==> config.mk <==
export PLATFORM = sky130hd
export DESIGN_NAME = heading_pi_motor_drive
export DESIGN_NICKNAME = d
export VERILOG_FILES = /design/src/hdl/hpmd_pkg.sv /design/src/hdl/hpmd_wrap.sv /design/src/hdl/hpmd_mul.sv /design/src/hdl/hpmd_div.sv /design/src/hdl/heading_pi_motor_drive.sv
export SDC_FILE = /design/constraint.sdc
export NUM_CORES = 2
export LEC_CHECK = 0
export ABC_CLOCK_PERIOD_IN_PS = 24700
export BUFFER_PORTS_ARGS = -buffer_cell sky130_fd_sc_hd__buf_2
export CAP_MARGIN = 20
export CORE_ASPECT_RATIO = 0.6
export CORE_MARGIN = 2
export CORE_UTILIZATION = 57
export CTS_CLUSTER_SIZE = 24
export DETAILED_ROUTE_END_ITERATION = 10
export GPL_ROUTABILITY_DRIVEN = 0
export PLACE_DENSITY_LB_ADDON = 0.05
export SYNTH_ARGS = -nofsm -noshare
export SYNTH_HDL_FRONTEND = slang
export SYNTH_SLANG_ARGS = --single-unit
==> constraint.sdc <==
create_clock -name clk -period 24.7 [get_ports clk]
set_input_delay 2.47 -clock clk [delete_from_list [all_inputs] [get_ports clk]]
set_output_delay 2.47 -clock clk [all_outputs]
set_load 0.005 [all_outputs]
==> src/hdl/hpmd_pkg.sv <==
// Shared widths, constants and types for the heading PI motor drive.
package hpmd_pkg;

    // Field and register widths
    localparam int HEAD_W        = 16;
    localparam int TOL_W         = 15;
    localparam int GAIN_W        = 12;
    localparam int PER_W         = 10;
    localparam int CFG_IDX_W     = 3;
    localparam int CFG_DATA_W    = 16;
    localparam int PCT_W         = 8;

    // Internal datapath widths
    localparam int ERR_W         = HEAD_W + 2;          // signed wrap candidates
    localparam int EMAG_W        = ERR_W - 1;           // error magnitude
    localparam int INC_W         = EMAG_W + PER_W;      // |error| * period
    localparam int P_W           = EMAG_W + GAIN_W;     // |error| * kp
    localparam int PS_W          = P_W + 10;            // |error| * kp * 1000
    localparam int ITERM_W       = 41;                  // integral term, saturated at 2^40
    localparam int V_W           = ITERM_W + 2;         // signed controller sum
    localparam int CLAMP_W       = 33;                  // clamped magnitude
    localparam int QUOT_W        = 7;                   // percent magnitude 0..100

    localparam int ACC_WIDTH_DEF = 48;

    // Arithmetic constants
    localparam logic [ERR_W-1:0]   WRAP_FULL  = 18'd36000;
    localparam logic [ITERM_W-1:0] TERM_LIMIT = 41'h100_0000_0000;
    localparam logic [CLAMP_W-1:0] OUT_CLAMP  = 33'd6502400000;
    localparam logic [CLAMP_W-1:0] PCT_DIV    = 33'd65024000;

    // Register reset values
    localparam logic [HEAD_W-1:0] TARGET_RST = 16'd12000;
    localparam logic [TOL_W-1:0]  TOL_RST    = 15'd150;
    localparam logic [GAIN_W-1:0] KP_RST     = 12'd282;
    localparam logic [GAIN_W-1:0] KI_RST     = 12'd282;
    localparam logic [PER_W-1:0]  PERIOD_RST = 10'd60;

    // Configuration register map
    typedef enum logic [CFG_IDX_W-1:0] {
        REG_TARGET = 3'd0,
        REG_TOL    = 3'd1,
        REG_KP     = 3'd2,
        REG_KI     = 3'd3,
        REG_PERIOD = 3'd4
    } cfg_reg_t;

    // Wrapped heading error
    typedef struct packed {
        logic              near;   // |error| below tolerance
        logic              neg;    // error sign
        logic [EMAG_W-1:0] mag;    // error magnitude
    } err_t;

endpackage

==> src/hdl/hpmd_wrap.sv <==
// Shortest signed heading error with compass wrap and tolerance check.
module hpmd_wrap
    import hpmd_pkg::*;
(
    input  logic [HEAD_W-1:0] target,
    input  logic [HEAD_W-1:0] heading,
    input  logic [TOL_W-1:0]  tol,
    output err_t              err
);

    logic signed [ERR_W-1:0] e1;
    logic signed [ERR_W-1:0] e2;
    logic signed [ERR_W-1:0] e3;
    logic [EMAG_W-1:0]       a1;
    logic [EMAG_W-1:0]       a2;
    logic [EMAG_W-1:0]       a3;
    logic signed [ERR_W-1:0] esel;
    logic [EMAG_W-1:0]       asel;

    function automatic logic [EMAG_W-1:0] mag_of(input logic signed [ERR_W-1:0] v);
        logic [ERR_W-1:0] t;
        t = v[ERR_W-1] ? ERR_W'(-v) : ERR_W'(v);
        return t[EMAG_W-1:0];
    endfunction

    // Form the direct, +full-turn and -full-turn candidates
    always_comb
    begin
        e1 = $signed(ERR_W'(target)) - $signed(ERR_W'(heading));
        e2 = e1 + $signed(WRAP_FULL);
        e3 = e1 - $signed(WRAP_FULL);
        a1 = mag_of(e1);
        a2 = mag_of(e2);
        a3 = mag_of(e3);
    end

    // Pick the smallest magnitude; ties go to direct, then +full-turn
    always_comb
    begin
        if (a1 <= a2 && a1 <= a3)
        begin
            esel = e1;
            asel = a1;
        end
        else if (a2 <= a1 && a2 <= a3)
        begin
            esel = e2;
            asel = a2;
        end
        else
        begin
            esel = e3;
            asel = a3;
        end
        err.neg  = esel[ERR_W-1];
        err.mag  = asel;
        err.near = (asel < EMAG_W'(tol));
    end

endmodule

==> src/hdl/hpmd_mul.sv <==
// Bit-serial shift-and-add multiplier, one multiplier bit per cycle.
module hpmd_mul
    import hpmd_pkg::*;
#(
    parameter int A_W = 16,
    parameter int B_W = 12
)
(
    input  logic             clk,
    input  logic             rst_n,
    input  logic             start,
    input  logic [A_W-1:0]   a,
    input  logic [B_W-1:0]   b,
    output logic             busy,
    output logic [A_W+B_W-1:0] prod
);

    localparam int CNT_W = $clog2(B_W + 1);

    logic [CNT_W-1:0] cnt_reg;
    logic [A_W-1:0]   a_reg;
    logic [A_W-1:0]   hi_reg;
    logic [B_W-1:0]   lo_reg;
    logic [A_W:0]     sum;

    // Add the multiplicand when the current multiplier bit is set
    assign sum  = {1'b0, hi_reg} + (lo_reg[0] ? {1'b0, a_reg} : '0);
    assign busy = (cnt_reg != '0);
    assign prod = {hi_reg, lo_reg};

    // Count the steps
    always_ff @(posedge clk or negedge rst_n)
    begin
        if (!rst_n)
        begin
            cnt_reg <= '0;
        end
        else if (start)
        begin
            cnt_reg <= CNT_W'(B_W);
        end
        else if (busy)
        begin
            cnt_reg <= cnt_reg - 1'b1;
        end
    end

    // Load operands, then shift the partial product right each step
    always_ff @(posedge clk)
    begin
        if (start)
        begin
            a_reg  <= a;
            hi_reg <= '0;
            lo_reg <= b;
        end
        else if (busy)
        begin
            hi_reg <= sum[A_W:1];
            lo_reg <= {sum[0], lo_reg[B_W-1:1]};
        end
    end

endmodule

==> src/hdl/hpmd_div.sv <==
// Restoring divider by the percent step, one quotient bit per cycle.
module hpmd_div
    import hpmd_pkg::*;
(
    input  logic               clk,
    input  logic               rst_n,
    input  logic               start,
    input  logic [CLAMP_W-1:0] dividend,
    output logic               busy,
    output logic [QUOT_W-1:0]  quot
);

    localparam int CNT_W = $clog2(QUOT_W + 1);

    logic [CNT_W-1:0]   cnt_reg;
    logic [CLAMP_W-1:0] rem_reg;
    logic [CLAMP_W-1:0] dsh_reg;
    logic [QUOT_W-1:0]  quot_reg;
    logic               fits;

    assign fits = (rem_reg >= dsh_reg);
    assign busy = (cnt_reg != '0);
    assign quot = quot_reg;

    // Count the quotient bits
    always_ff @(posedge clk or negedge rst_n)
    begin
        if (!rst_n)
        begin
            cnt_reg <= '0;
        end
        else if (start)
        begin
            cnt_reg <= CNT_W'(QUOT_W);
        end
        else if (busy)
        begin
            cnt_reg <= cnt_reg - 1'b1;
        end
    end

    // Subtract the shifted divisor where it fits, shift in a quotient bit
    always_ff @(posedge clk)
    begin
        if (start)
        begin
            rem_reg  <= dividend;
            dsh_reg  <= PCT_DIV << (QUOT_W - 1);
            quot_reg <= '0;
        end
        else if (busy)
        begin
            if (fits)
            begin
                rem_reg <= rem_reg - dsh_reg;
            end
            dsh_reg  <= dsh_reg >> 1;
            quot_reg <= {quot_reg[QUOT_W-2:0], fits};
        end
    end

endmodule

==> src/hdl/heading_pi_motor_drive.sv <==
// Heading PI motor drive top level: control sequencer, integral and output register.
//
//   channel   direction  handshake               payload
//   heading   in         heading_valid / _stall  heading
//   result    out        result_valid / _stall   drive_percent, on_target
//   cfg       in         cfg_valid / cfg_ready   cfg_index, cfg_data
//
// An off-target sample runs two bit-serial multiplies side by side, then a 12-step
// bit-serial multiply and a 7-step divider. An on-target sample skips all of them.
// One sample is processed at a time.
// Reset restores the register defaults and clears the integral and the result register.
// A stalled result holds in its register; a new sample is taken meanwhile, and its
// result waits in the last step until the register frees.
module heading_pi_motor_drive
    import hpmd_pkg::*;
#(
    parameter int ACC_WIDTH = ACC_WIDTH_DEF
)
(
    input  logic                    clk,
    input  logic                    rst_n,
    input  logic                    heading_valid,
    output logic                    heading_stall,
    input  logic [HEAD_W-1:0]       heading,
    output logic                    result_valid,
    input  logic                    result_stall,
    output logic signed [PCT_W-1:0] drive_percent,
    output logic                    on_target,
    input  logic                    cfg_valid,
    output logic                    cfg_ready,
    input  logic [CFG_IDX_W-1:0]    cfg_index,
    input  logic [CFG_DATA_W-1:0]   cfg_data
);

    localparam int IPROD_W = ACC_WIDTH + GAIN_W;

    typedef enum logic [3:0] {
        ST_IDLE,
        ST_WRAP,
        ST_MUL1,
        ST_INTEG,
        ST_IMAG,
        ST_MUL2,
        ST_SUM,
        ST_CLAMP,
        ST_DIV,
        ST_FINISH
    } state_t;

    state_t state_reg;
    state_t state_next;

    // Configuration registers
    logic [HEAD_W-1:0] target_reg;
    logic [TOL_W-1:0]  tol_reg;
    logic [GAIN_W-1:0] kp_reg;
    logic [GAIN_W-1:0] ki_reg;
    logic [PER_W-1:0]  period_reg;

    // Datapath registers
    logic [HEAD_W-1:0]          heading_reg;
    logic                       e_neg_reg;
    logic                       near_reg;
    logic [PS_W-1:0]            p_scaled_reg;
    logic                       i_neg_reg;
    logic signed [V_W-1:0]      v_reg;
    logic                       v_neg_reg;
    logic signed [ACC_WIDTH-1:0] integral_reg;
    logic signed [ACC_WIDTH-1:0] integral_next;

    // Result register
    logic                    result_valid_reg;
    logic signed [PCT_W-1:0] drive_reg;
    logic                    on_target_reg;

    // Unit hookup
    err_t                err;
    logic                mul1_start;
    logic                inc_busy;
    logic                p_busy;
    logic [INC_W-1:0]    prod_inc;
    logic [P_W-1:0]      prod_p;
    logic                mul_i_start;
    logic                i_busy;
    logic [ACC_WIDTH-1:0] imag;
    logic [IPROD_W-1:0]  prod_i;
    logic                div_start;
    logic                div_busy;
    logic [CLAMP_W-1:0]  vmag_clamped;
    logic [QUOT_W-1:0]   quot;

    logic                       accept;
    logic signed [ACC_WIDTH:0]  inc_ext;
    logic signed [ACC_WIDTH:0]  acc_sum;
    logic [ITERM_W-1:0]         iterm_mag;
    logic signed [V_W-1:0]      p_signed;
    logic signed [V_W-1:0]      i_signed;
    logic [V_W-1:0]             vmag;
    logic signed [PCT_W-1:0]    drive_next;

    assign accept        = heading_valid && !heading_stall;
    assign heading_stall = (state_reg != ST_IDLE);
    assign cfg_ready     = 1'b1;
    assign result_valid  = result_valid_reg;
    assign drive_percent = drive_reg;
    assign on_target     = on_target_reg;

    assign mul1_start  = (state_reg == ST_WRAP) && !err.near;
    assign mul_i_start = (state_reg == ST_IMAG);
    assign div_start   = (state_reg == ST_CLAMP);

    hpmd_wrap u_wrap (
        .target  (target_reg),
        .heading (heading_reg),
        .tol     (tol_reg),
        .err     (err)
    );

    hpmd_mul #(
        .A_W (EMAG_W),
        .B_W (PER_W)
    ) u_mul_inc (
        .clk   (clk),
        .rst_n (rst_n),
        .start (mul1_start),
        .a     (err.mag),
        .b     (period_reg),
        .busy  (inc_busy),
        .prod  (prod_inc)
    );

    hpmd_mul #(
        .A_W (EMAG_W),
        .B_W (GAIN_W)
    ) u_mul_p (
        .clk   (clk),
        .rst_n (rst_n),
        .start (mul1_start),
        .a     (err.mag),
        .b     (kp_reg),
        .busy  (p_busy),
        .prod  (prod_p)
    );

    hpmd_mul #(
        .A_W (ACC_WIDTH),
        .B_W (GAIN_W)
    ) u_mul_i (
        .clk   (clk),
        .rst_n (rst_n),
        .start (mul_i_start),
        .a     (imag),
        .b     (ki_reg),
        .busy  (i_busy),
        .prod  (prod_i)
    );

    hpmd_div u_div (
        .clk      (clk),
        .rst_n    (rst_n),
        .start    (div_start),
        .dividend (vmag_clamped),
        .busy     (div_busy),
        .quot     (quot)
    );

    // Saturating integral update
    always_comb
    begin
        inc_ext = e_neg_reg ? -$signed((ACC_WIDTH+1)'(prod_inc))
                            : $signed((ACC_WIDTH+1)'(prod_inc));
        acc_sum = {integral_reg[ACC_WIDTH-1], integral_reg} + inc_ext;
        if (acc_sum[ACC_WIDTH] != acc_sum[ACC_WIDTH-1])
        begin
            integral_next = acc_sum[ACC_WIDTH] ? {1'b1, {(ACC_WIDTH-1){1'b0}}}
                                               : {1'b0, {(ACC_WIDTH-1){1'b1}}};
        end
        else
        begin
            integral_next = acc_sum[ACC_WIDTH-1:0];
        end
    end

    // Integral magnitude for the integral-term multiply
    assign imag = integral_reg[ACC_WIDTH-1] ? ACC_WIDTH'(-integral_reg)
                                            : ACC_WIDTH'(integral_reg);

    // Saturate the integral term and form the signed controller sum
    always_comb
    begin
        iterm_mag = (prod_i > IPROD_W'(TERM_LIMIT)) ? TERM_LIMIT : prod_i[ITERM_W-1:0];
        p_signed  = e_neg_reg ? -$signed(V_W'(p_scaled_reg)) : $signed(V_W'(p_scaled_reg));
        i_signed  = i_neg_reg ? -$signed(V_W'(iterm_mag)) : $signed(V_W'(iterm_mag));
    end

    // Magnitude of the sum, clamped to the full-scale output
    always_comb
    begin
        vmag = v_reg[V_W-1] ? V_W'(-v_reg) : V_W'(v_reg);
        vmag_clamped = (vmag > V_W'(OUT_CLAMP)) ? OUT_CLAMP : vmag[CLAMP_W-1:0];
    end

    // Apply the sign to the percent, or zero when on target
    always_comb
    begin
        if (near_reg)
        begin
            drive_next = '0;
        end
        else if (v_neg_reg)
        begin
            drive_next = -$signed({1'b0, quot});
        end
        else
        begin
            drive_next = $signed({1'b0, quot});
        end
    end

    // Sequence one sample through the units
    always_comb
    begin
        state_next = state_reg;
        unique case (state_reg)
            ST_IDLE:   if (accept) state_next = ST_WRAP;
            ST_WRAP:   state_next = err.near ? ST_FINISH : ST_MUL1;
            ST_MUL1:   if (!inc_busy && !p_busy) state_next = ST_INTEG;
            ST_INTEG:  state_next = ST_IMAG;
            ST_IMAG:   state_next = ST_MUL2;
            ST_MUL2:   if (!i_busy) state_next = ST_SUM;
            ST_SUM:    state_next = ST_CLAMP;
            ST_CLAMP:  state_next = ST_DIV;
            ST_DIV:    if (!div_busy) state_next = ST_FINISH;
            ST_FINISH: if (!result_valid_reg || !result_stall) state_next = ST_IDLE;
            default:   state_next = ST_IDLE;
        endcase
    end

    // Hold state, integral and the result register
    always_ff @(posedge clk or negedge rst_n)
    begin
        if (!rst_n)
        begin
            state_reg        <= ST_IDLE;
            integral_reg     <= '0;
            result_valid_reg <= 1'b0;
            drive_reg        <= '0;
            on_target_reg    <= 1'b0;
        end
        else
        begin
            state_reg <= state_next;
            if (state_reg == ST_INTEG)
            begin
                integral_reg <= integral_next;
            end
            // Load a finished result, or drop the register once it is taken
            if (state_reg == ST_FINISH && (!result_valid_reg || !result_stall))
            begin
                result_valid_reg <= 1'b1;
                drive_reg        <= drive_next;
                on_target_reg    <= near_reg;
            end
            else if (result_valid_reg && !result_stall)
            begin
                result_valid_reg <= 1'b0;
            end
        end
    end

    // Capture operands and intermediate results
    always_ff @(posedge clk)
    begin
        if (accept)
        begin
            heading_reg <= heading;
        end
        if (state_reg == ST_WRAP)
        begin
            e_neg_reg <= err.neg;
            near_reg  <= err.near;
        end
        if (state_reg == ST_INTEG)
        begin
            // times 1000 as 1024 - 16 - 8
            p_scaled_reg <= (PS_W'(prod_p) << 10) - (PS_W'(prod_p) << 4)
                          - (PS_W'(prod_p) << 3);
        end
        if (state_reg == ST_IMAG)
        begin
            i_neg_reg <= integral_reg[ACC_WIDTH-1];
        end
        if (state_reg == ST_SUM)
        begin
            v_reg <= p_signed + i_signed;
        end
        if (state_reg == ST_CLAMP)
        begin
            v_neg_reg <= v_reg[V_W-1];
        end
    end

    // Write configuration registers
    always_ff @(posedge clk or negedge rst_n)
    begin
        if (!rst_n)
        begin
            target_reg <= TARGET_RST;
            tol_reg    <= TOL_RST;
            kp_reg     <= KP_RST;
            ki_reg     <= KI_RST;
            period_reg <= PERIOD_RST;
        end
        else if (cfg_valid && cfg_ready)
        begin
            unique case (cfg_index)
                REG_TARGET: target_reg <= cfg_data[HEAD_W-1:0];
                REG_TOL:    tol_reg    <= cfg_data[TOL_W-1:0];
                REG_KP:     kp_reg     <= cfg_data[GAIN_W-1:0];
                REG_KI:     ki_reg     <= cfg_data[GAIN_W-1:0];
                REG_PERIOD: period_reg <= cfg_data[PER_W-1:0];
                default:    ;
            endcase
        end
    end

    // An on-target result always carries zero drive
    assert property (@(posedge clk) disable iff (!rst_n)
        result_valid && on_target |-> drive_percent == '0)
        else $error("on-target result with nonzero drive");

    // Drive stays within full scale
    assert property (@(posedge clk) disable iff (!rst_n)
        result_valid |-> (drive_percent <= 8'sd100 && drive_percent >= -8'sd100))
        else $error("drive percent out of range");

    // An accepted sample blocks the next one while it is processed
    assert property (@(posedge clk) disable iff (!rst_n)
        heading_valid && !heading_stall |=> heading_stall)
        else $error("second sample taken before the first was processed");

    // The integral moves only in its update step
    assert property (@(posedge clk) disable iff (!rst_n)
        !$stable(integral_reg) |-> $past(state_reg) == ST_INTEG)
        else $error("integral changed outside its update step");

endmodule

==> reports/qor.txt <==
Status = complete, no violations
Post-synthesis mux area share = 3.09%
Worst hold path endpoint = u_div.dsh_reg[20]
Die Y = 206 um
Die X = 341 um
Synth area leader = edfxtp_1
Slowest CP cell = a2111o_1
CTS tree = done
Critical Path AT = 12.21 ns
CP max FO = 55
CTS Buffer Depth = 3
RSZ-0062 raised after global routing = false
Top cell type's share of synthesized area = 17.9%
Vias in the first global route = 28760
Sinks on Clock Net = 494
Row Count = 74
Via count = 32327
CTS buffer count = 51
Final HPWL DP = 81.1 mm
Mean Syn Cell Area = 8.81 sq um
Setup bufs post-CTS = 0
Critical path class = flip-flop to flip-flop
Largest net degree at the start of global routing = 79
Die area = 70300 sq um
DRC viols = 0
Synthesis Warnings = 0
Place WS = 13.07 ns
Seq cells post-synth = 494
Largest family of logic cells by synthesized area = compound AO/OA/AOI/OAI gates
Mapped Nets = 4812
Setup TNS = 0 ns
Synth top area cells = edfxtp_1 (18%), ha_1 (11%), dfrtp_1 (7.7%)
Design Area, Final = 41900 sq um
Worst-skew pair later-pin latency = 0.63 ns
Fmax = 0.0846 GHz
Register area share after synthesis = 33.3%
Reg2reg start = target_reg[0]
Grt total ovfl = 0
Final ANT Viol Nets = 0
Drt pass-1 iters = 6
IO Count = 52
Syn Std Cell Area = 38800 sq um
Worst-path clk slew = 0.07 ns
First-pass GRT wire length = 166 mm
CP dominant cell by count = a21oi_1
Post-Synthesis Cells = 4408
Max-Cap Viols = 0
FF-to-FF setup slack = 12.87 ns
Cts repair resizes = 0
Main synth FF type = edfxtp_1
Worst slew margin relative to its limit = 31.4%
Port buffer count = 50
R2R cell count = 49
Layout cell share with drive strength beyond 1 = 7.87%
Commonest non-fill, non-tap cell in the layout = nand2_1
Final worst setup slack = 12.87 ns
Hold Path Stages = 2
# nets final = 4808
Number of flops mapped to enable cells by yosys = 231
Slew Limit Fails = 0
Antenna violations before repair = 2
# diodes = 0
Worst EP required = 25.08 ns
Simple-Gate Fraction of Synth Area = 16.4%
Critical path startpoint category = flip-flop
Compound-Gate Fraction of Synth Area = 20.5%
Worst Hold Launch = u_div.dsh_reg[20]
CP Capture Type = flip-flop
Hold buffer count at cts = 0
Share of synthesized registers carrying an async set or reset = 28.7%
Worst-margin pin slew = 1.03 ns
Post-Synth Adder-Cell Area = 13.1%
Gr usage total = 29.8%
Critical R2R Capture = u_mul_inc.lo_reg[7]
Most frequent cells in the layout = nand2_1 (476), a21oi_1 (358), ha_1 (335), o21ai_0 (324), xnor2_1 (294)
Final setup viols = 0
Worst Hold Class = flip-flop to flip-flop
Xor and xnor area share after synthesis = 9.62%
H-tree depth = 2
Drt first-iter violations = 3227
Cell Area, Placed = 40000 sq um
Routed vias/inst = 6.03
Routed wire length = 105 mm
Initial Utilization = 57.4%
Period utilization = 47.9%
Final hold viol count = 0
Yosys cell types = 96
Area Growth Syn to Fin = 7.90%
WL per Instance = 19.5 um
Area of the core = 67700 sq um
Root Driver = clkbuf_16
Setup Skew = 0.0296 ns
CP max stage delay = 0.78 ns
Minimum clock period = 11.83 ns
-- stage by stage --
stage | util, % | cells | hold WS [ns]
after global placement | 59.2 | 5260 | 0.440
after detailed placement | 59.2 | 5260 | 0.451
after CTS | 61.8 | 5356 | 0.460
after global routing | 61.9 | 5359 | 0.467
after floorplan | - | 4408 | 0.432
final | 61.9 | 5359 | 0.458
-- logic make-up after synthesis --
logic type / Yosys count
AND/OR/NAND/NOR: 1332
buffers and inverters: 404
AO/OA/AOI/OAI: 1257
XOR/XNOR: 423
adder cells (fa/ha/maj): 395
multiplexers: 102
flip-flops: 494
other: 1
-- synth_stat cells (all sizes together) (54+ instances only) --
library cell,n
nand3,62
clkbuf,133
a21o,102
dfrtp,119
nand2,476
o31ai,54
xor2,125
a21oi,360
nor2,285
o21ai,334
xnor2,297
and2,95
nor3,81
inv,246
ha,335
edfxtp,231
mux2,89
dfxtp,121
nand2b,65
-- area by class of cell --
type / instances / area, sq um
Timing Repair Buffer: 99 / 652
Tap cell: 912 / 1140
Sequential cell: 494 / 12900
Clock buffer: 71 / 1490
Multi-Input combinational cell: 3510 / 24400
Fill cell: 5942 / 25800
Clock inverter: 25 / 310
Inverter: 248 / 933
-- worst max path at each step --
stage              startpoint                  end  slack, ns  depth (start not counted)
6_report        target_reg[0]  u_mul_inc.lo_reg[7]      12.87                         49
5_1_grt         target_reg[0]  u_mul_inc.lo_reg[5]      12.15                         49
4_1_cts        heading_reg[0]    u_mul_p.lo_reg[4]      13.01                         47
3_5_place_dp   heading_reg[0]  u_mul_inc.lo_reg[7]      13.07                         47
3_3_place_gp    target_reg[0]  u_mul_inc.lo_reg[7]      13.23                         48
2_1_floorplan  heading_reg[0]    u_mul_p.lo_reg[0]      14.76                         50
-- worst max-delay path: cells and delay by family, from the launching register on --
kind | cells | cell delay (ns)
AOI/OAI and AO/OA | 28 | 6.16
adders and majority gates | 5 | 1.53
buffers and inverters | 3 | 0.55
DFF | 1 | 0.32
muxes | 2 | 0.63
and+or+nand+nor | 11 | 2.36
-- per-layer routing --
| metal | wire, um | share of wire [%] | GRT usage [%] |
|---|---|---|---|
| met4 | 1810 | 1.7 | 5.62 |
| met2 | 35600 | 34 | 35.6 |
| met3 | 10800 | 10 | 7.45 |
| met5 | 13 | 0.012 | 0 |
| met1 | 56400 | 54 | 50.9 |
Power is left out: the tool's default activity adds up to more than one toggle a clock period on the data nets, which glitch-free logic cannot reach.
